File: src/rtl/core/cor_pkg.sv
// Shared types and constants for the circle octant rasteriser.
`timescale 1ns / 1ps

package cor_pkg;

   // Output coordinate width, two's complement.
   localparam int POINT_BITS = 14;

   // Number of mirrored points produced by one step.
   localparam int POINTS_PER_STEP = 8;
   localparam int IDX_BITS        = $clog2(POINTS_PER_STEP);

   // Depth of the job queue between front and back.
   localparam int QUEUE_DEPTH = 2;
   localparam int QPTR_BITS   = $clog2(QUEUE_DEPTH);
   localparam int QCNT_BITS   = $clog2(QUEUE_DEPTH + 1);

   // Input function codes.
   localparam logic FUNC_START = 1'b0;
   localparam logic FUNC_STEP  = 1'b1;

   // Job queue status seen by the front and back.
   typedef struct packed {
      logic full;
      logic empty;
   } queue_status_type;

endpackage

File: src/rtl/core/cor_front.sv
// Front end: takes words, keeps the octant walk state, queues step jobs.
`timescale 1ns / 1ps

module cor_front
   import cor_pkg::*;
#(
   parameter int COORD_BITS  = 12,
   parameter int RADIUS_BITS = 11
) (
   input  logic                                   clock,
   input  logic                                   reset,
   input  logic                                   req_push,
   input  logic                                   req_func,
   input  logic [COORD_BITS-1:0]                  req_center_x,
   input  logic [COORD_BITS-1:0]                  req_center_y,
   input  logic [RADIUS_BITS-1:0]                 req_radius,
   input  queue_status_type                       q_status,
   output logic                                   q_push,
   output logic [2*COORD_BITS+2*RADIUS_BITS:0]    q_job
);

   localparam int OFF_BITS = RADIUS_BITS + 2;
   localparam int DEC_BITS = RADIUS_BITS + 5;

   logic [COORD_BITS-1:0]      origin_x_ff, origin_x_in;
   logic [COORD_BITS-1:0]      origin_y_ff, origin_y_in;
   logic signed [OFF_BITS-1:0] offset_x_ff, offset_x_in;
   logic signed [OFF_BITS-1:0] offset_y_ff, offset_y_in;
   logic signed [DEC_BITS-1:0] decision_ff, decision_in;
   logic                       active_ff, active_in;

   logic                       take;
   logic signed [OFF_BITS-1:0] x_next, y_next;
   logic signed [DEC_BITS-1:0] dec_step;
   logic                       done;

   assign take = req_push && !q_status.full;

   // Advance of the walk; increments use the new offsets.
   always_comb begin
      x_next = offset_x_ff + OFF_BITS'(1);
      if (decision_ff < 0) begin
         y_next   = offset_y_ff;
         dec_step = decision_ff + (DEC_BITS'(x_next) <<< 2) + DEC_BITS'(6);
      end else begin
         y_next   = offset_y_ff - OFF_BITS'(1);
         dec_step = decision_ff + ((DEC_BITS'(x_next) - DEC_BITS'(y_next)) <<< 2)
                    + DEC_BITS'(10);
      end
      done = x_next > y_next;
   end

   always_comb begin
      origin_x_in = origin_x_ff;
      origin_y_in = origin_y_ff;
      offset_x_in = offset_x_ff;
      offset_y_in = offset_y_ff;
      decision_in = decision_ff;
      active_in   = active_ff;
      q_push      = 1'b0;
      if (take) begin
         if (req_func == FUNC_START) begin
            origin_x_in = req_center_x;
            origin_y_in = req_center_y;
            offset_x_in = '0;
            offset_y_in = OFF_BITS'(req_radius);
            decision_in = DEC_BITS'(3) - (DEC_BITS'(req_radius) <<< 1);
            active_in   = 1'b1;
         end else if (active_ff) begin
            offset_x_in = x_next;
            offset_y_in = y_next;
            decision_in = dec_step;
            active_in   = !done;
            q_push      = 1'b1;
         end
      end
   end

   // Job carries the pre-advance offsets, which are never negative here.
   assign q_job = {done, origin_x_ff, origin_y_ff,
                   offset_x_ff[RADIUS_BITS-1:0], offset_y_ff[RADIUS_BITS-1:0]};

   always_ff @(posedge clock) begin
      if (reset) begin
         origin_x_ff <= '0;
         origin_y_ff <= '0;
         offset_x_ff <= '0;
         offset_y_ff <= '0;
         decision_ff <= '0;
         active_ff   <= 1'b0;
      end else begin
         origin_x_ff <= origin_x_in;
         origin_y_ff <= origin_y_in;
         offset_x_ff <= offset_x_in;
         offset_y_ff <= offset_y_in;
         decision_ff <= decision_in;
         active_ff   <= active_in;
      end
   end

endmodule

File: src/rtl/core/cor_queue.sv
// Short job queue between the front and the back.
`timescale 1ns / 1ps

module cor_queue
   import cor_pkg::*;
#(
   parameter int WIDTH = 47
) (
   input  logic             clock,
   input  logic             reset,
   input  logic             push,
   input  logic [WIDTH-1:0] push_data,
   input  logic             pop,
   output logic [WIDTH-1:0] pop_data,
   output queue_status_type status
);

   logic [WIDTH-1:0]     mem_ff [QUEUE_DEPTH];
   logic [QPTR_BITS-1:0] wr_ptr_ff, wr_ptr_in;
   logic [QPTR_BITS-1:0] rd_ptr_ff, rd_ptr_in;
   logic [QCNT_BITS-1:0] count_ff, count_in;
   logic                 do_push, do_pop;

   assign status.full  = count_ff == QCNT_BITS'(QUEUE_DEPTH);
   assign status.empty = count_ff == '0;
   assign do_push      = push && !status.full;
   assign do_pop       = pop && !status.empty;
   assign pop_data     = mem_ff[rd_ptr_ff];

   always_comb begin
      wr_ptr_in = wr_ptr_ff;
      rd_ptr_in = rd_ptr_ff;
      count_in  = count_ff;
      if (do_push) begin
         wr_ptr_in = (wr_ptr_ff == QPTR_BITS'(QUEUE_DEPTH - 1)) ? '0
                     : wr_ptr_ff + QPTR_BITS'(1);
      end
      if (do_pop) begin
         rd_ptr_in = (rd_ptr_ff == QPTR_BITS'(QUEUE_DEPTH - 1)) ? '0
                     : rd_ptr_ff + QPTR_BITS'(1);
      end
      if (do_push && !do_pop) begin
         count_in = count_ff + QCNT_BITS'(1);
      end else if (do_pop && !do_push) begin
         count_in = count_ff - QCNT_BITS'(1);
      end
   end

   always_ff @(posedge clock) begin
      if (do_push) begin
         mem_ff[wr_ptr_ff] <= push_data;
      end
   end

   always_ff @(posedge clock) begin
      if (reset) begin
         wr_ptr_ff <= '0;
         rd_ptr_ff <= '0;
         count_ff  <= '0;
      end else begin
         wr_ptr_ff <= wr_ptr_in;
         rd_ptr_ff <= rd_ptr_in;
         count_ff  <= count_in;
      end
   end

endmodule

File: src/rtl/core/cor_back.sv
// Back end: expands one step job into its eight mirrored points.
`timescale 1ns / 1ps

module cor_back
   import cor_pkg::*;
#(
   parameter int COORD_BITS  = 12,
   parameter int RADIUS_BITS = 11
) (
   input  logic                                clock,
   input  logic                                reset,
   input  queue_status_type                    q_status,
   input  logic [2*COORD_BITS+2*RADIUS_BITS:0] q_job,
   output logic                                q_pop,
   output logic                                rsp_empty,
   input  logic                                rsp_pop,
   output logic signed [POINT_BITS-1:0]        rsp_point_x,
   output logic signed [POINT_BITS-1:0]        rsp_point_y,
   output logic                                rsp_last_of_step,
   output logic                                rsp_circle_done
);

   localparam int JOB_BITS = 2*COORD_BITS + 2*RADIUS_BITS + 1;
   localparam int MAX_BITS = (COORD_BITS > RADIUS_BITS) ? COORD_BITS : RADIUS_BITS;
   localparam int WIDE     = ((MAX_BITS > POINT_BITS) ? MAX_BITS : POINT_BITS) + 2;

   logic [JOB_BITS-1:0]          job_ff, job_in;
   logic                         job_valid_ff, job_valid_in;
   logic [IDX_BITS-1:0]          idx_ff, idx_in;
   logic                         out_valid_ff, out_valid_in;
   logic signed [POINT_BITS-1:0] px_ff, px_in;
   logic signed [POINT_BITS-1:0] py_ff, py_in;
   logic                         last_ff, last_in;
   logic                         done_ff, done_in;

   logic                         load_out, is_last;
   logic                         j_done;
   logic [COORD_BITS-1:0]        j_cx, j_cy;
   logic [RADIUS_BITS-1:0]       j_x, j_y;
   logic [WIDE-1:0]              ox, oy, sx, sy;

   assign {j_done, j_cx, j_cy, j_x, j_y} = job_ff;

   assign is_last  = idx_ff == IDX_BITS'(POINTS_PER_STEP - 1);
   assign load_out = job_valid_ff && (!out_valid_ff || rsp_pop);
   assign q_pop    = (!job_valid_ff || (load_out && is_last)) && !q_status.empty;

   // Upper half of the step swaps the offsets; bit 0 and bit 1 pick the signs.
   always_comb begin
      ox = idx_ff[2] ? WIDE'(j_y) : WIDE'(j_x);
      oy = idx_ff[2] ? WIDE'(j_x) : WIDE'(j_y);
      sx = idx_ff[0] ? WIDE'(j_cx) - ox : WIDE'(j_cx) + ox;
      sy = idx_ff[1] ? WIDE'(j_cy) - oy : WIDE'(j_cy) + oy;
   end

   always_comb begin
      job_in       = job_ff;
      job_valid_in = job_valid_ff;
      idx_in       = idx_ff;
      out_valid_in = out_valid_ff && !rsp_pop;
      px_in        = px_ff;
      py_in        = py_ff;
      last_in      = last_ff;
      done_in      = done_ff;
      if (load_out) begin
         out_valid_in = 1'b1;
         px_in        = sx[POINT_BITS-1:0];
         py_in        = sy[POINT_BITS-1:0];
         last_in      = is_last;
         done_in      = is_last && j_done;
         idx_in       = idx_ff + IDX_BITS'(1);
         if (is_last) begin
            job_valid_in = 1'b0;
         end
      end
      if (q_pop) begin
         job_in       = q_job;
         job_valid_in = 1'b1;
         idx_in       = '0;
      end
   end

   always_ff @(posedge clock) begin
      job_ff  <= job_in;
      px_ff   <= px_in;
      py_ff   <= py_in;
      last_ff <= last_in;
      done_ff <= done_in;
   end

   always_ff @(posedge clock) begin
      if (reset) begin
         job_valid_ff <= 1'b0;
         idx_ff       <= '0;
         out_valid_ff <= 1'b0;
      end else begin
         job_valid_ff <= job_valid_in;
         idx_ff       <= idx_in;
         out_valid_ff <= out_valid_in;
      end
   end

   assign rsp_empty        = !out_valid_ff;
   assign rsp_point_x      = px_ff;
   assign rsp_point_y      = py_ff;
   assign rsp_last_of_step = last_ff;
   assign rsp_circle_done  = done_ff;

endmodule

File: src/rtl/core/circle_octant_rasterizer.sv
// Top level of the Bresenham circle rasteriser with eight-way symmetry.
`timescale 1ns / 1ps

// Circle rasteriser. A start word (func 0) loads centre and radius and gives
// no output; each step word (func 1) while a circle is running gives the
// eight mirrored points of the current octant position, oldest first, with
// last_of_step on the eighth and circle_done on the eighth point of the final
// step. Steps while idle are dropped. Every word, start or step, is taken
// only while the two-entry job queue has room; the back end drains each
// step at one point per cycle while pop is held, so the steady-state rate
// of step words is set by the single result port. Output is registered: a
// waiting point does not stop the front from taking words until the job
// queue fills, and a point per cycle flows when pop is held.
// Coordinates wrap to 14 bits, two's complement.
module circle_octant_rasterizer
   import cor_pkg::*;
#(
   parameter int COORD_BITS  = 12,
   parameter int RADIUS_BITS = 11
) (
   input  logic                         clock,
   input  logic                         reset,
   input  logic                         req_push,
   output logic                         req_full,
   input  logic                         req_func,
   input  logic [COORD_BITS-1:0]        req_center_x,
   input  logic [COORD_BITS-1:0]        req_center_y,
   input  logic [RADIUS_BITS-1:0]       req_radius,
   output logic                         rsp_empty,
   input  logic                         rsp_pop,
   output logic signed [POINT_BITS-1:0] rsp_point_x,
   output logic signed [POINT_BITS-1:0] rsp_point_y,
   output logic                         rsp_last_of_step,
   output logic                         rsp_circle_done
);

   // job word: {done, cx, cy, x, y}
   localparam int JOB_BITS = 2*COORD_BITS + 2*RADIUS_BITS + 1;

   queue_status_type    q_status;
   logic                q_push, q_pop;
   logic [JOB_BITS-1:0] q_in_job, q_out_job;

   // front stalls only on a full job queue
   assign req_full = q_status.full;

   cor_front #(
      .COORD_BITS  (COORD_BITS),
      .RADIUS_BITS (RADIUS_BITS)
   ) u_front (
      .clock        (clock),
      .reset        (reset),
      .req_push     (req_push),
      .req_func     (req_func),
      .req_center_x (req_center_x),
      .req_center_y (req_center_y),
      .req_radius   (req_radius),
      .q_status     (q_status),
      .q_push       (q_push),
      .q_job        (q_in_job)
   );

   cor_queue #(
      .WIDTH (JOB_BITS)
   ) u_queue (
      .clock     (clock),
      .reset     (reset),
      .push      (q_push),
      .push_data (q_in_job),
      .pop       (q_pop),
      .pop_data  (q_out_job),
      .status    (q_status)
   );

   cor_back #(
      .COORD_BITS  (COORD_BITS),
      .RADIUS_BITS (RADIUS_BITS)
   ) u_back (
      .clock            (clock),
      .reset            (reset),
      .q_status         (q_status),
      .q_job            (q_out_job),
      .q_pop            (q_pop),
      .rsp_empty        (rsp_empty),
      .rsp_pop          (rsp_pop),
      .rsp_point_x      (rsp_point_x),
      .rsp_point_y      (rsp_point_y),
      .rsp_last_of_step (rsp_last_of_step),
      .rsp_circle_done  (rsp_circle_done)
   );

   // queue cannot be full and empty at once
   a_queue_status: assert property (@(posedge clock) disable iff (reset)
      !(q_status.full && q_status.empty))
      else $error("job queue reports full and empty together");

   // a job is only queued when there is room
   a_push_room: assert property (@(posedge clock) disable iff (reset)
      q_push |-> !q_status.full)
      else $error("job pushed into full queue");

   // done only on the eighth point of a step
   a_done_last: assert property (@(posedge clock) disable iff (reset)
      (!rsp_empty && rsp_circle_done) |-> rsp_last_of_step)
      else $error("circle_done without last_of_step");

   // back end never pops an empty queue
   a_pop_data: assert property (@(posedge clock) disable iff (reset)
      q_pop |-> !q_status.empty)
      else $error("job popped from empty queue");

endmodule

File: config.mk
export PLATFORM = sky130hd
export DESIGN_NAME = circle_octant_rasterizer
export DESIGN_NICKNAME = d
export VERILOG_FILES = /design/src/rtl/core/cor_pkg.sv /design/src/rtl/core/cor_front.sv /design/src/rtl/core/cor_queue.sv /design/src/rtl/core/cor_back.sv /design/src/rtl/core/circle_octant_rasterizer.sv
export SDC_FILE = /design/constraint.sdc
export NUM_CORES = 1
export LEC_CHECK = 0
export ABC_AREA = 0
export BUFFER_PORTS_ARGS = -buffer_cell sky130_fd_sc_hd__buf_2
export CAP_MARGIN = 25
export CORE_MARGIN = 8
export CORE_UTILIZATION = 50
export CTS_CLUSTER_SIZE = 24
export DETAILED_ROUTE_END_ITERATION = 10
export GPL_TIMING_DRIVEN = 0
export HOLD_SLACK_MARGIN = 0.02
export PLACE_DENSITY = 0.67
export SYNTH_ARGS = -nofsm -noshare
export SYNTH_HDL_FRONTEND = slang
export SYNTH_HIERARCHICAL = 1
export SYNTH_SLANG_ARGS = --single-unit
File: constraint.sdc
create_clock -name clock -period 6.3 [get_ports clock]
set_input_delay 0.945 -clock clock [delete_from_list [all_inputs] [get_ports clock]]
set_output_delay 0.945 -clock clock [all_outputs]
set_load 0.01 [all_outputs]
### Yosys cells after proc, flatten, opt, wreduce, memory -nomap -nowiden

Memory sizes are Yosys's and may differ from the RTL's. A register that Yosys moved wholly into a read port is not among the register bits.
Index checks and enable logic that the tools add are counted.

* flip-flop bits (word level): 106
* output and inout bits: 32
* memories kept: 1
* word-level logic and storage cells: 95
* memory bits (writable): 94
* bits of input ports: 40

Memory list
* u_queue.mem_ff: depth 2, bits a word 47, rd ports 1, clocked after memory_dff 1, write ports 1, line cor_queue.sv:18 `logic [WIDTH-1:0] mem_ff [QUEUE_DEPTH];`

* bitwise logic cells: 1
* reductions and logical operators: 28
* $lt $le $gt $ge: 2
* mux-type cells: 27
* equality and inequality tests: 3
* add/subtract/negate cells: 17

Operators by type and width (count)
* $mux 13: 5
* $mux 16: 3
* $add 12x14->14: 2
* $mux 14: 2
* $sub 12x14->14: 2
* $mux 11: 2
* $add 16x15->16: 1
* $add 16x16->16: 1
* $add 16x4->16 const B: 1
* $add 16x5->16 const B: 1
* $lt 16x1->1 const B: 1
* $sub 13x13->14: 1
* $add 13x2->13 const B: 1
* $gt 13x13->1: 1
* $mux 1: 13
* $sub 13x2->13 const B: 1
* $sub 2x12->13 const A: 1
* $logic_and 1x1->1: 10
* $logic_not 1->1: 8
* $reduce_and 2->1: 3
* $reduce_bool 2->1: 3
* $mux 2: 2
* $add 3x1->3 const B: 1
* $eq 3x3->1 const B: 1
* 9 further kinds: 11

### Logic depth before layout (Yosys ltp)

Gate-level depths: netlist of the first run.

* depth in word-level cells: 10
* depth in mapped cells: 22
* gate-level depth less buffers: 22

### Hierarchy

Netlist of the first run, hierarchy kept.

Modules (own cells, without submodules)
* cor_front: sequential area each 1321.3 um^2, area each 5844.4 um^2, cells an instance 757, instances 1
* cor_back: sequential area each 2412.3 um^2, area each 4971.0 um^2, cells an instance 437, instances 1
* cor_queue: sequential area each 2922.8 um^2, area each 3613.5 um^2, cells an instance 171, instances 1

### Least setup slack after synthesis of the first run

No wires, ideal clock.

* path kind: input -> register
* start point: in rsp_pop
* end point: reg u_queue.count_ff[1]
* data arrival time: 5042 ps
* buffers on the path: 0
* path slack: 1188 ps
* setup time: 70 ps
* stages on the path: 7
* required time: 6230 ps
* cell sequence: nand2b_1 nand2_1 a21oi_1 o21ai_0 ha_1 or3_1 a21oi_1

* longest elaborated chain between the ends: 9
* elaborated cells between the ends (all ways): 11
* classes of those cells: mux (1); reduce/logical (10)

RTL lines
* start: declaration: line circle_octant_rasterizer.sv:30 `input logic rsp_pop,`
* $logic_or 1x1->1 (*): line cor_back.sv:45 `assign load_out = job_valid_ff && (!out_valid_ff || rsp_pop);`
* $logic_and 1x1->1 (*): line cor_back.sv:45
* $logic_and 1x1->1 (*): line cor_back.sv:46 `assign q_pop = (!job_valid_ff || (load_out && is_last)) && !q_status.empty;`
* $logic_or 1x1->1 (*): line cor_back.sv:46
* $logic_and 1x1->1 (*): line cor_back.sv:46
* via q_pop: line circle_octant_rasterizer.sv:41 `logic q_push, q_pop;`
* $logic_and 1x1->1 (*): line cor_queue.sv:27 `assign do_pop = pop && !status.empty;`
* $logic_not 1->1: line cor_queue.sv:42 `if (do_push && !do_pop) begin`
* $logic_and 1x1->1: line cor_queue.sv:42
* $mux 2 or $reduce_bool 2->1 (tied branches)
* end signal: assignment: line cor_queue.sv:63 `count_ff <= count_in;`
* end: declaration: line cor_queue.sv:21 `logic [QCNT_BITS-1:0] count_ff, count_in;`

The timed path passes the listed nets; every way through them passes the cells marked *.
A chain may end at the register's enable or synchronous reset.

### Final worst setup path of the first run

* start point: reg u_front.offset_x_ff[0]
* end point: reg u_front.decision_ff[15]

* longest elaborated chain between the ends: 7
* elaborated cells between the ends (all ways): 9
* classes of those cells: add/sub (6); mux (3)

RTL lines
* start: declaration: line cor_front.sv:27 `logic signed [OFF_BITS-1:0] offset_x_ff, offset_x_in;`
* start signal: assignment: line cor_front.sv:94 `offset_x_ff <= offset_x_in;`
* $add 13x2->13 (*): line cor_front.sv:41 `x_next = offset_x_ff + OFF_BITS'(1);`
* $sub 13x13->14: line cor_front.sv:47 `dec_step = decision_ff + ((DEC_BITS'(x_next) - DEC_BITS'(y_next)) <<< 2)`
* $add 16x16->16: line cor_front.sv:47
* $add 16x5->16: line cor_front.sv:48 `+ DEC_BITS'(10);`
* $mux 16 (*): line cor_front.sv:42 `if (decision_ff < 0) begin`
* $mux 16 (*): line cor_front.sv:69 `end else if (active_ff) begin`
* $mux 16 (*): line cor_front.sv:62 `if (req_func == FUNC_START) begin`
* end signal: assignment: line cor_front.sv:96 `decision_ff <= decision_in;`
* end: declaration: line cor_front.sv:29 `logic signed [DEC_BITS-1:0] decision_ff, decision_in;`

Mark *: on every way between the ends. The rest lies on a longest branch, timed or not. The select of a mux whose other input is x is not followed.

==> run metrics, run 1 <==
IO Pins=72; placed cell area=15350 um2; largest stage delay on the critical path=0.56 ns; fin crit period=4.965 ns; ys flop type=edfxtp_1; CTS sink count=247; Hold EP=u_queue/mem_ff[1][39]$_DFFE_PP_; Die W=185.9 um; drt wl/cell=17.22 um; PwrDens=362.0 nW/um2; Synth Area per Inst=10.57 um2; Multi-input gate area=7081 um2; slew of the pin with the lowest slew margin=0.9671 ns; hold crit path type=flop to flop; Clock Power Share=24.6%; Hold Path Origin=u_front/origin_x_ff[5]$_SDFFE_PP0P_; CP max-delay cell=dfxtp_1; FF/Latch Area=6656 um2; grt ovf=0; initial antenna violation count=0; RR Endpoint=u_front/decision_ff[15]$_SDFFE_PP0P_; core footprint=28550 um2; crit-path max FO=9; Clk Latency, worst-skew pair=0.52 ns; Hold Vio Cnt, Final=0; Setup Fix Bufs, Post-CTS=0; Synth Net Count=1545; M1 GR Usage=22.40%; CP Capture Type=flop; Syn. warnings=6; critical setup path kind=flop to flop; Leak=6.495 nW; drt drc=0; # diodes=0; Data required, critical path=6.71 ns; Cell Int Power=3.850 mW; Switch Pwr=1.996 mW; Post-synth EDFFs=171; Final Max Slew Viols=0; final instance area=16150 um2; hpwl dp=24.70 mm; Distinct cells, synth=75; setup violators final=0; Final nets=1647; Hold WS=0.4531 ns; Tot GR Track Use=18.68%; relative slew slack=35.29%; cts hold-fix bufs=0; # port buffers=71; Async SR Flop Fraction=0%; Seq cells post-synth=247; WHS Path Cells=0; CTS root buffer=clkbuf_16; Seq/Total Area, Yosys=46.13%; total power=5.846 mW; commonest non-fill, non-tap cell in the layout=edfxtp_1; DRT iter0 DRCs=572; Setup Skew=0.01214 ns; met2 usage=33.37%; Num CTS Buffers=25; Synth Cell Area=14430 um2; Final Util=56.58%; CP Launch Type=flop; vias in the first global route=10070; Routed Antenna Nets=0; Cells after Synth=1365; full die area=34550 um2; GP Congestion=0.9108; DRT Wirelength=32.19 mm; CTS tree=yes; largest net degree at the start of global routing=32; H-tree Lvls=1; CP most frequent cell=ha_1; critical path data arrival time=5.38 ns; Die Span Y=185.9 um; Reg-to-Reg Start=u_front/offset_x_ff[0]$_SDFFE_PP0P_; Clock Path Buffers=3; RSZ-0062 raised after global routing=false; first-pass GRT wire length=50.98 mm; commonest non-fill, non-tap cells in the layout=edfxtp_1, ha_1, nor2_1; period utilisation layout=78.81%; vias per cell=5.407; via count=10110; Comb pwr share=38.3%; Fill cells=2541; drt first pass iters=5; Switching Fraction=34.14%; Fmax achieved=0.2014 GHz; row count=62; grt peak-use layer=met2; Seq pwr share=37.1%; max-cap violations=0; share of cells above drive strength 1=14.68%; depth of the most critical reg-to-reg path=20; P&R area growth vs syn=11.94%; Starting Density=50.54%; outcome=finished, final reports clean; Reg clk slew, reported paths=0.07 ns; VDD IR max=0.2064 mV; post-CTS resize count=0; CP Cell Sequence=ha_1 > and3_1 > and3_1 > xor2_1 > ha_1 > inv_1 > nor2_1 > nor2_1 > a21oi_1 > xor2_1 > ha_1 > ha_1 > nor2_1 > a21oi_1 > o41ai_1 > o21ai_0 > a21o_1 > a21oi_1 > xnor2_1 > a22o_1; R2R setup slack=1.33 ns; global routing usage on met3=2.186%
[cells in the mapped netlist (4+ instances only)]
cell | count | area (um2)
a211o_1 | 4 | 35.03
a211oi_1 | 17 | 127.6
a21o_1 | 14 | 105.1
a21oi_1 | 112 | 560.5
a221oi_2 | 4 | 60.06
a22oi_1 | 8 | 60.06
a31oi_1 | 8 | 50.05
and2_1 | 6 | 37.54
and3_1 | 5 | 31.28
buf_2 | 8 | 40.04
buf_4 | 24 | 180.2
clkbuf_1 | 34 | 127.6
dfxtp_1 | 76 | 1521
edfxtp_1 | 171 | 5135
fa_1 | 7 | 140.1
ha_1 | 133 | 1664
inv_1 | 81 | 304.0
mux2_2 | 50 | 563.0
mux2i_1 | 30 | 300.3
nand2_1 | 104 | 390.4
nand2b_1 | 17 | 106.4
nand3_1 | 14 | 70.07
nand4_1 | 7 | 43.79
nor2_1 | 114 | 427.9
nor2b_1 | 24 | 150.1
nor3_1 | 23 | 115.1
nor3b_1 | 5 | 37.54
nor4_1 | 7 | 43.79
o211ai_1 | 11 | 82.58
o21a_1 | 6 | 45.04
o21ai_0 | 48 | 240.2
o21ai_1 | 8 | 40.04
o21bai_1 | 7 | 52.55
o31ai_1 | 11 | 82.58
or3_1 | 11 | 68.82
or4_1 | 4 | 30.03
xnor2_1 | 59 | 516.8
xor2_1 | 42 | 367.9
[worst max path at each step]
stage	end	start	slack (ns)	cells past startpoint
final	u_front/decision_ff[15]$_SDFFE_PP0P_	u_front/offset_x_ff[0]$_SDFFE_PP0P_	1.33	20
after floorplan	u_queue/count_ff[1]$_SDFFE_PP0P_	rsp_pop	1.19	7
after detailed placement	u_front/decision_ff[15]$_SDFFE_PP0P_	u_front/offset_x_ff[0]$_SDFFE_PP0P_	1.32	20
after global routing	u_front/decision_ff[15]$_SDFFE_PP0P_	u_front/offset_x_ff[0]$_SDFFE_PP0P_	0.93	21
after CTS	u_front/decision_ff[15]$_SDFFE_PP0P_	u_front/offset_x_ff[0]$_SDFFE_PP0P_	1.29	20
after global placement	u_queue/count_ff[1]$_SDFFE_PP0P_	rsp_pop	-0.40	8
[registers in the layout, indices dropped and copies added, names as in the netlist, named ones only]
register	count
u_queue/wr_ptr_ff	1
u_back/rsp_last_of_step	1
u_front/offset_x_ff	13
u_back/rsp_point_y	14
u_back/job_valid_ff	1
u_front/origin_x_ff	12
u_back/idx_ff	3
u_back/out_valid_ff	1
u_front/offset_y_ff	13
u_front/origin_y_ff	12
u_back/rsp_circle_done	1
u_back/rsp_point_x	14
u_queue/mem_ff	94
u_front/active_ff	1
u_queue/rd_ptr_ff	1
u_queue/count_ff	2
u_back/job_ff	47
u_front/decision_ff	15
[logic make-up after synthesis]
| logic type | Yosys count | synth area share [%] |
|---|---|---|
| muxes | 80 | 5.983 |
| adders and majority gates | 140 | 12.50 |
| and+or+nand+nor | 356 | 11.84 |
| xor gates and xnor gates | 101 | 6.131 |
| buffers and inverters | 155 | 4.882 |
| AOI/OAI and AO/OA | 286 | 12.53 |
| DFF | 247 | 46.13 |
[area by class of cell]
cell class	count	share of cell area [%]
flip-flops and latches	247	41.21
clock buffers	40	4.601
clock inverters	5	0.3486
plain buffers	72	2.432
repair buffers	75	2.665
inverters	83	1.929
multi-input cells	963	43.84
well taps	384	2.975
[metal layers]
layer	wire length, um	up-vias
li1	-	5076
met5	0	-
met3	1381	68
met1	13850	4744
met2	15740	217
met4	1210	0
[critical path, delay by kind of cell (launching register included)]
family	cells	cell delay, ns
AOI/OAI and AO/OA	7	1.69
adders and majority gates	4	1.15
DFF	1	0.56
xor gates and xnor gates	3	0.74
and+or+nand+nor	5	0.66
buffers and inverters	1	0.06
[power groups by stage]
stage	clock, mW	sequential [mW]	combinational, mW
6_report	1.44	2.17	2.24
5_1_grt	1.54	2.19	2.51
4_1_cts	1.48	2.17	2.25
3_5_place_dp	0	2.20	2.24
3_3_place_gp	0	2.21	2.17
2_1_floorplan	0	2.21	1.68
[through the flow]
stage	worst slack [ns]	instances	setup TNS [ns]
2_1_floorplan	1.188	1365	0
3_5_place_dp	1.321	1824	0
5_1_grt	0.9326	1869	0
6_report	1.335	1869	0
4_1_cts	1.289	1869	0
3_3_place_gp	-0.3984	1820	-0.5980
Note: power is estimated with default switching activity, not from simulation.
==> run 2, diff against run 1 <==
--- a/config.mk
+++ b/config.mk
@@ -5,7 +5,7 @@
 export SDC_FILE = /design/constraint.sdc
 export NUM_CORES = 1
 export LEC_CHECK = 0
-export ABC_AREA = 0
+export ABC_AREA = 1
 export BUFFER_PORTS_ARGS = -buffer_cell sky130_fd_sc_hd__buf_2
 export CAP_MARGIN = 25
 export CORE_MARGIN = 8
@@ -14,7 +14,7 @@
 export DETAILED_ROUTE_END_ITERATION = 10
 export GPL_TIMING_DRIVEN = 0
 export HOLD_SLACK_MARGIN = 0.02
-export PLACE_DENSITY = 0.67
+export PLACE_DENSITY = 0.7
 export SYNTH_ARGS = -nofsm -noshare
 export SYNTH_HDL_FRONTEND = slang
 export SYNTH_HIERARCHICAL = 1
==> constraint.sdc (replaced) <==
create_clock -name clock -period 4.2 [get_ports clock]
set_input_delay 0.63 -clock clock [delete_from_list [all_inputs] [get_ports clock]]
set_output_delay 0.63 -clock clock [all_outputs]
set_load 0.01 [all_outputs]
==> run 2 against run 1 <==
Compared with the run above: clock skew increased by 0.0084 ns; maximum frequency rose by 25%; non-clock buffer count up 21; global-route usage is 1.6 points higher; cell count grew 29%; worst setup slack lost 1.1 ns.
==> run metrics, run 2 <==
# diodes=0; Buf/Inv on CP=2; TNS Setup=0 ns; largest family of logic cells by synthesized area=simple AND/OR/NAND/NOR gates; Data required, critical path=4.65 ns; setup violators final=0; count leader, synth=nand2_1; slew of the pin with the lowest slew margin=0.7890 ns; pre-CTS setup slack=-0.7245 ns; Setup Skew=0.02052 ns; drt drc=0; drt wl/cell=16.44 um; Tot GR Track Use=20.24%; core footprint=31310 um2; vias in the first global route=12610; final instance area=18160 um2; Cells after Synth=1870; mux contribution to synthesized area=4.197%; Num CTS Buffers=25; IO Pins=72; WHS Path Cells=3; CP Capture Type=flop; RR Endpoint=u_front/decision_ff[15]$_SDFFE_PP0P_; Reg clk slew, reported paths=0.07 ns; CP Launch Type=flop; Synth Cell Area=15770 um2; Reg-to-Reg Start=u_front/offset_y_ff[0]$_SDFFE_PP0P_; depth of the most critical reg-to-reg path=25; H-tree Lvls=1; Hold Path Origin=req_center_x[0]; Synth Area in XOR/XNOR=2.944%; critical path data arrival time=4.43 ns; Hold WS=0.3751 ns; full die area=37480 um2; P&R area growth vs syn=15.16%; period utilisation layout=94.80%; initial antenna violation count=0; Routed Antenna Nets=0; Clock Path Buffers=3; # port buffers=71; largest registers=u_queue/mem_ff: 94 flops, u_back/job_ff: 47 flops, u_front/decision_ff: 15 flops; drt first pass iters=5; Synth Net Count=2050; top cell type's share of synthesized area=32.56%; CTS root buffer=clkbuf_16; PwrDens=386.1 nW/um2; first-pass GRT wire length=62.44 mm; CP top delay family=adder cells; Distinct cells, synth=52; placed cell area=16730 um2; Synth Area in Adders=11.44%; max-cap violations=0; Synth Area per Inst=8.433 um2; largest cells by area after synthesis=edfxtp_1, nand2_1, ha_1; WP depth=25; cts hold-fix bufs=0; Hold Vio Cnt, Final=0; Die W=193.6 um; VDD IR max=0.2654 mV; vias per cell=5.321; Post-synth EDFFs=171; Seq/Total Area, Yosys=42.21%; largest net degree at the start of global routing=34; row count=65; Final WS setup=0.2185 ns; DRT Wirelength=39.64 mm; CTS tree=yes; Leak=8.147 nW; critical setup path kind=flop to flop; Synth top cells by count=nand2_1, inv_1, edfxtp_1; Async SR Flop Fraction=0%; Syn. warnings=6; Final Max Slew Viols=0; max FFs per register=94; ys flop type=edfxtp_1; largest stage delay on the critical path=0.42 ns; fin crit period=3.981 ns; commonest non-fill, non-tap cells in the layout=nand2_1, inv_1, edfxtp_1; Seq cells post-synth=247; Synth area leader=edfxtp_1; outcome=finished, final reports clean; hold crit path type=primary input to flop; DRT iter0 DRCs=697; grt ovf=0; relative slew slack=46.84%; Fmax achieved=0.2512 GHz; Die Span Y=193.6 um; placed cells=2347; Clk Latency, worst-skew pair=0.53 ns; CTS sink count=247; Starting Density=50.36%; Final nets=2171; total power=7.012 mW; Final Util=57.99%; final cell count without fillers=2411; share of cells above drive strength 1=16.53%; hpwl dp=30.62 mm; via count=12830; Post-Synth Simple-Gate Area=20.90%; CP most frequent cell=nand2_1; Hold EP=u_front/origin_x_ff[0]$_SDFFE_PP0P_; R2R setup slack=0.22 ns; CP max-delay cell=dfxtp_1; Reg with most FFs=u_queue/mem_ff; Compound-Gate Fraction of Synth Area=9.863%; commonest non-fill, non-tap cell in the layout=nand2_1; GP Congestion=0.9208; crit-path max FO=6
## run 2: cell types whose count changed after synthesis, sizes merged, moves of 13 or more
cell / change
a21oi: +43
inv: +154
nand2b: -17
xnor2: -51
nand3: +95
mux2i: -28
a211oi: -18
nor2b: -25
buf: +13
o21ai: +51
nand2: +389
nand4: +15
## run 2: worst min-delay path: stages
cell	delay [ns]
buf_2	0.09
nand3_1	0.07
a21oi_1	0.06
## run 2: area by class of cell
| class | count | area (um2) |
|---|---|---|
| Timing Repair Buffer | 94 | 584.3 |
| Sequential cell | 247 | 6669 |
| Multi-Input combinational cell | 1310 | 8248 |
| Clock buffer | 30 | 654.4 |
| Inverter | 239 | 897.1 |
| Fill cell | 2729 | 13150 |
| Clock inverter | 15 | 168.9 |
| Buffer | 74 | 434.2 |
| Tap cell | 402 | 503.0 |
## run 2: worst max path at each step
stage / from / end
floorplan: req_push / u_queue/mem_ff[0][0]$_DFFE_PP_
global placement: req_push / u_queue/mem_ff[1][24]$_DFFE_PP_
detailed placement: u_front/offset_x_ff[0]$_SDFFE_PP0P_ / u_front/decision_ff[15]$_SDFFE_PP0P_
CTS: u_front/offset_x_ff[0]$_SDFFE_PP0P_ / u_front/decision_ff[15]$_SDFFE_PP0P_
global route: u_front/offset_y_ff[0]$_SDFFE_PP0P_ / u_front/decision_ff[15]$_SDFFE_PP0P_
finish: u_front/offset_y_ff[0]$_SDFFE_PP0P_ / u_front/decision_ff[15]$_SDFFE_PP0P_
## run 2: cells by family (layout without fill, tap and decap cells)
family,Yosys count,after routing
AOI/OAI and AO/OA,289,289
xor gates and xnor gates,53,53
adders and majority gates,140,140
buffers and inverters,313,452
DFF,247,247
muxes,49,49
and+or+nand+nor,779,779
## run 2: repair_timing
item | CTS | global route
buffers inserted | 5 | 14
setup endpoints to repair | 7 | 6
resized for setup | 26 | 49
pin swaps | 5 | 16
## run 2: report_power, final
| group | internal [mW] | total [mW] | switching [mW] |
|---|---|---|---|
| Clock | 1.30 | 2.23 | 0.926 |
| Sequential | 2.74 | 2.82 | 0.0818 |
| Combinational | 0.729 | 1.96 | 1.23 |
## run 2: routing by layer
layer	wire (um)	global-route usage, %	up-vias
met2	20220	37.87	301
met3	1587	2.447	102
met1	16020	22.70	6008
li1	-	-	6417
met4	1818	9.151	0
met5	0	0	-
==> run 3, diff against run 2 <==
--- a/config.mk
+++ b/config.mk
@@ -5,7 +5,7 @@
 export SDC_FILE = /design/constraint.sdc
 export NUM_CORES = 1
 export LEC_CHECK = 0
-export ABC_AREA = 1
+export ABC_AREA = 0
 export BUFFER_PORTS_ARGS = -buffer_cell sky130_fd_sc_hd__buf_2
 export CAP_MARGIN = 25
 export CORE_MARGIN = 8
==> run 3 against run 2 <==
Compared with the run above: the flow now finishes with violations (setup timing); global-route usage shrank 0.59 points; die area fell by 7.8%; utilization is 0.40 points higher; non-clock buffer count rose by 3; critical path type unchanged; critical endpoint unchanged.
==> run metrics, run 3 (synthesized netlist as in run 1, its figures left out) <==
Num CTS Buffers=25; Die W=185.9 um; Reg-to-Reg Start=u_front/offset_y_ff[0]$_SDFFE_PP0P_; drt drc=0; DRT Wirelength=33.95 mm; commonest non-fill, non-tap cell in the layout=edfxtp_1; CP most frequent cell=a21o_1; P&R area growth vs syn=15.53%; core footprint=28550 um2; critical path data arrival time=4.82 ns; Leak=6.665 nW; CTS sink count=247; GP Congestion=0.9087; hpwl dp=25.23 mm; hold crit path type=primary input to flop; Data required, critical path=4.62 ns; CP Launch Type=flop; CTS tree=yes; Reg with most FFs=u_queue/mem_ff; largest registers=u_queue/mem_ff: 94 flops, u_back/job_ff: 47 flops, u_front/decision_ff: 15 flops; R2R setup slack=-0.20 ns; CP Capture Point=u_front/decision_ff[15]$_SDFFE_PP0P_; Routed Antenna Nets=0; max-cap violations=0; outcome=finished with violations; Final WS setup=-0.1985 ns; total power=9.211 mW; full die area=34550 um2; Clock Path Buffers=3; drt first pass iters=5; vias per cell=5.508; vias in the first global route=10210; Hold Path Origin=req_center_y[3]; WHS Path Cells=3; first-pass GRT wire length=53.63 mm; relative slew slack=36.24%; share of cells above drive strength 1=19.27%; Clk Latency, worst-skew pair=0.54 ns; Final nets=1671; Starting Density=50.54%; largest net degree at the start of global routing=36; cts hold-fix bufs=0; critical setup path kind=flop to flop; setup violators final=6; max FFs per register=94; depth of the most critical reg-to-reg path=22; RR Endpoint=u_front/decision_ff[15]$_SDFFE_PP0P_; drt wl/cell=17.93 um; Hold Vio Cnt, Final=0; row count=62; Final Max Slew Viols=0; RSZ-0062 raised after global routing=true; Tot GR Track Use=19.65%; period utilisation layout=104.7%; initial antenna violation count=0; CP max-delay cell=or3b_4; Fmax achieved=0.2274 GHz; failing checks=setup timing; crit-path max FO=3; H-tree Lvls=1; PwrDens=552.5 nW/um2; Setup Skew=0.02276 ns; IO Pins=72; VDD IR max=0.3302 mV; grt ovf=0; Reg clk slew, reported paths=0.07 ns; # port buffers=71; via count=10430; fin crit period=4.398 ns; largest stage delay on the critical path=0.39 ns; DRT iter0 DRCs=633; CTS root buffer=clkbuf_16; Critical Path Start=u_front/offset_y_ff[0]$_SDFFE_PP0P_; slew of the pin with the lowest slew margin=0.9529 ns; Die Span Y=185.9 um; # diodes=0; CP Capture Type=flop; commonest non-fill, non-tap cells in the layout=edfxtp_1, ha_1, nor2_1; pre-CTS setup slack=-0.7341 ns; Final Util=58.39%; CP Cell Sequence=inv_4 > ha_4 > or3b_4 > or3_4 > xor2_2 > ha_1 > inv_2 > nor2_1 > nor2_1 > a21oi_2 > a21o_1 > a21o_1 > xor2_2 > ha_1 > ha_4 > a21o_1 > a21oi_1 > o21ai_1 > a21o_1 > a21oi_2 > xnor2_1 > a22o_1
==> run 3: how the worst min path moves through the flow <==
stage	endpoint	slack [ns]
finish	u_front/origin_y_ff[3]$_SDFFE_PP0P_	0.34
global route	u_front/origin_y_ff[8]$_SDFFE_PP0P_	0.33
CTS	u_front/origin_y_ff[5]$_SDFFE_PP0P_	0.32
detailed placement	u_queue/mem_ff[1][34]$_DFFE_PP_	0.44
global placement	u_queue/mem_ff[0][44]$_DFFE_PP_	0.43
floorplan	u_queue/mem_ff[0][22]$_DFFE_PP_	0.43
==> run 3: area by class of cell <==
class / instances / area (um2)
buffer: 72 / 392.9
clock buffer: 34 / 669.4
clock inverter: 12 / 155.1
fill: 2407 / 11880
inverter: 83 / 314.1
multi-input combinational: 963 / 7363
sequential: 247 / 6668
tap: 384 / 480.5
timing repair buffer: 99 / 626.9
==> run 3: through the flow <==
stage | setup TNS (ns) | area (um2) | std cells | hold WS [ns]
floorplan | 0 | 14450 | 1365 | 0.4254
global placement | -43.43 | 15280 | 1820 | 0.4301
detailed placement | -3.023 | 15380 | 1824 | 0.4367
CTS | -0.3581 | 16440 | 1882 | 0.3182
global route | -1.970 | 16670 | 1894 | 0.3267
finish | -0.7183 | 16670 | 1894 | 0.3363
==> run 3: per-layer routing <==
| layer | track usage (%) | routed length [um] | vias to the layer above | part of all wire (%) |
|---|---|---|---|---|
| li1 | - | - | 5112 | - |
| met1 | 24.01 | 14250 | 4955 | 42 |
| met2 | 35.45 | 17050 | 300 | 50 |
| met3 | 1.913 | 1582 | 65 | 4.7 |
| met4 | 7.240 | 1075 | 0 | 3.2 |
| met5 | 0 | 0 | - | 0 |
==> run 3: power by group <==
part | leakage [nW] | switching (mW) | total [mW] | internal [mW]
sequential | 2.20 | 0.183 | 3.26 | 3.08
clock | 0.397 | 0.931 | 2.24 | 1.31
combinational | 4.07 | 2.09 | 3.70 | 1.61
total | 6.67 | 3.21 | 9.21 | 6.00
==> run 3: critical path: cells and delay by family (launching register included) <==
family	cells	cell delay (ns)
AO/OA/AOI/OAI	9	1.50
XOR/XNOR	3	0.46
adder cells (fa/ha/maj)	4	0.95
buffers and inverters	2	0.11
flip-flops	1	0.36
AND/OR/NAND/NOR	4	0.90
==> run 3: repair_timing <==
action,4_1_cts,5_1_grt
gates resized for setup,33,24
pin swaps,21,18
buffers inserted,12,12
endpoints found under the setup margin,6,6
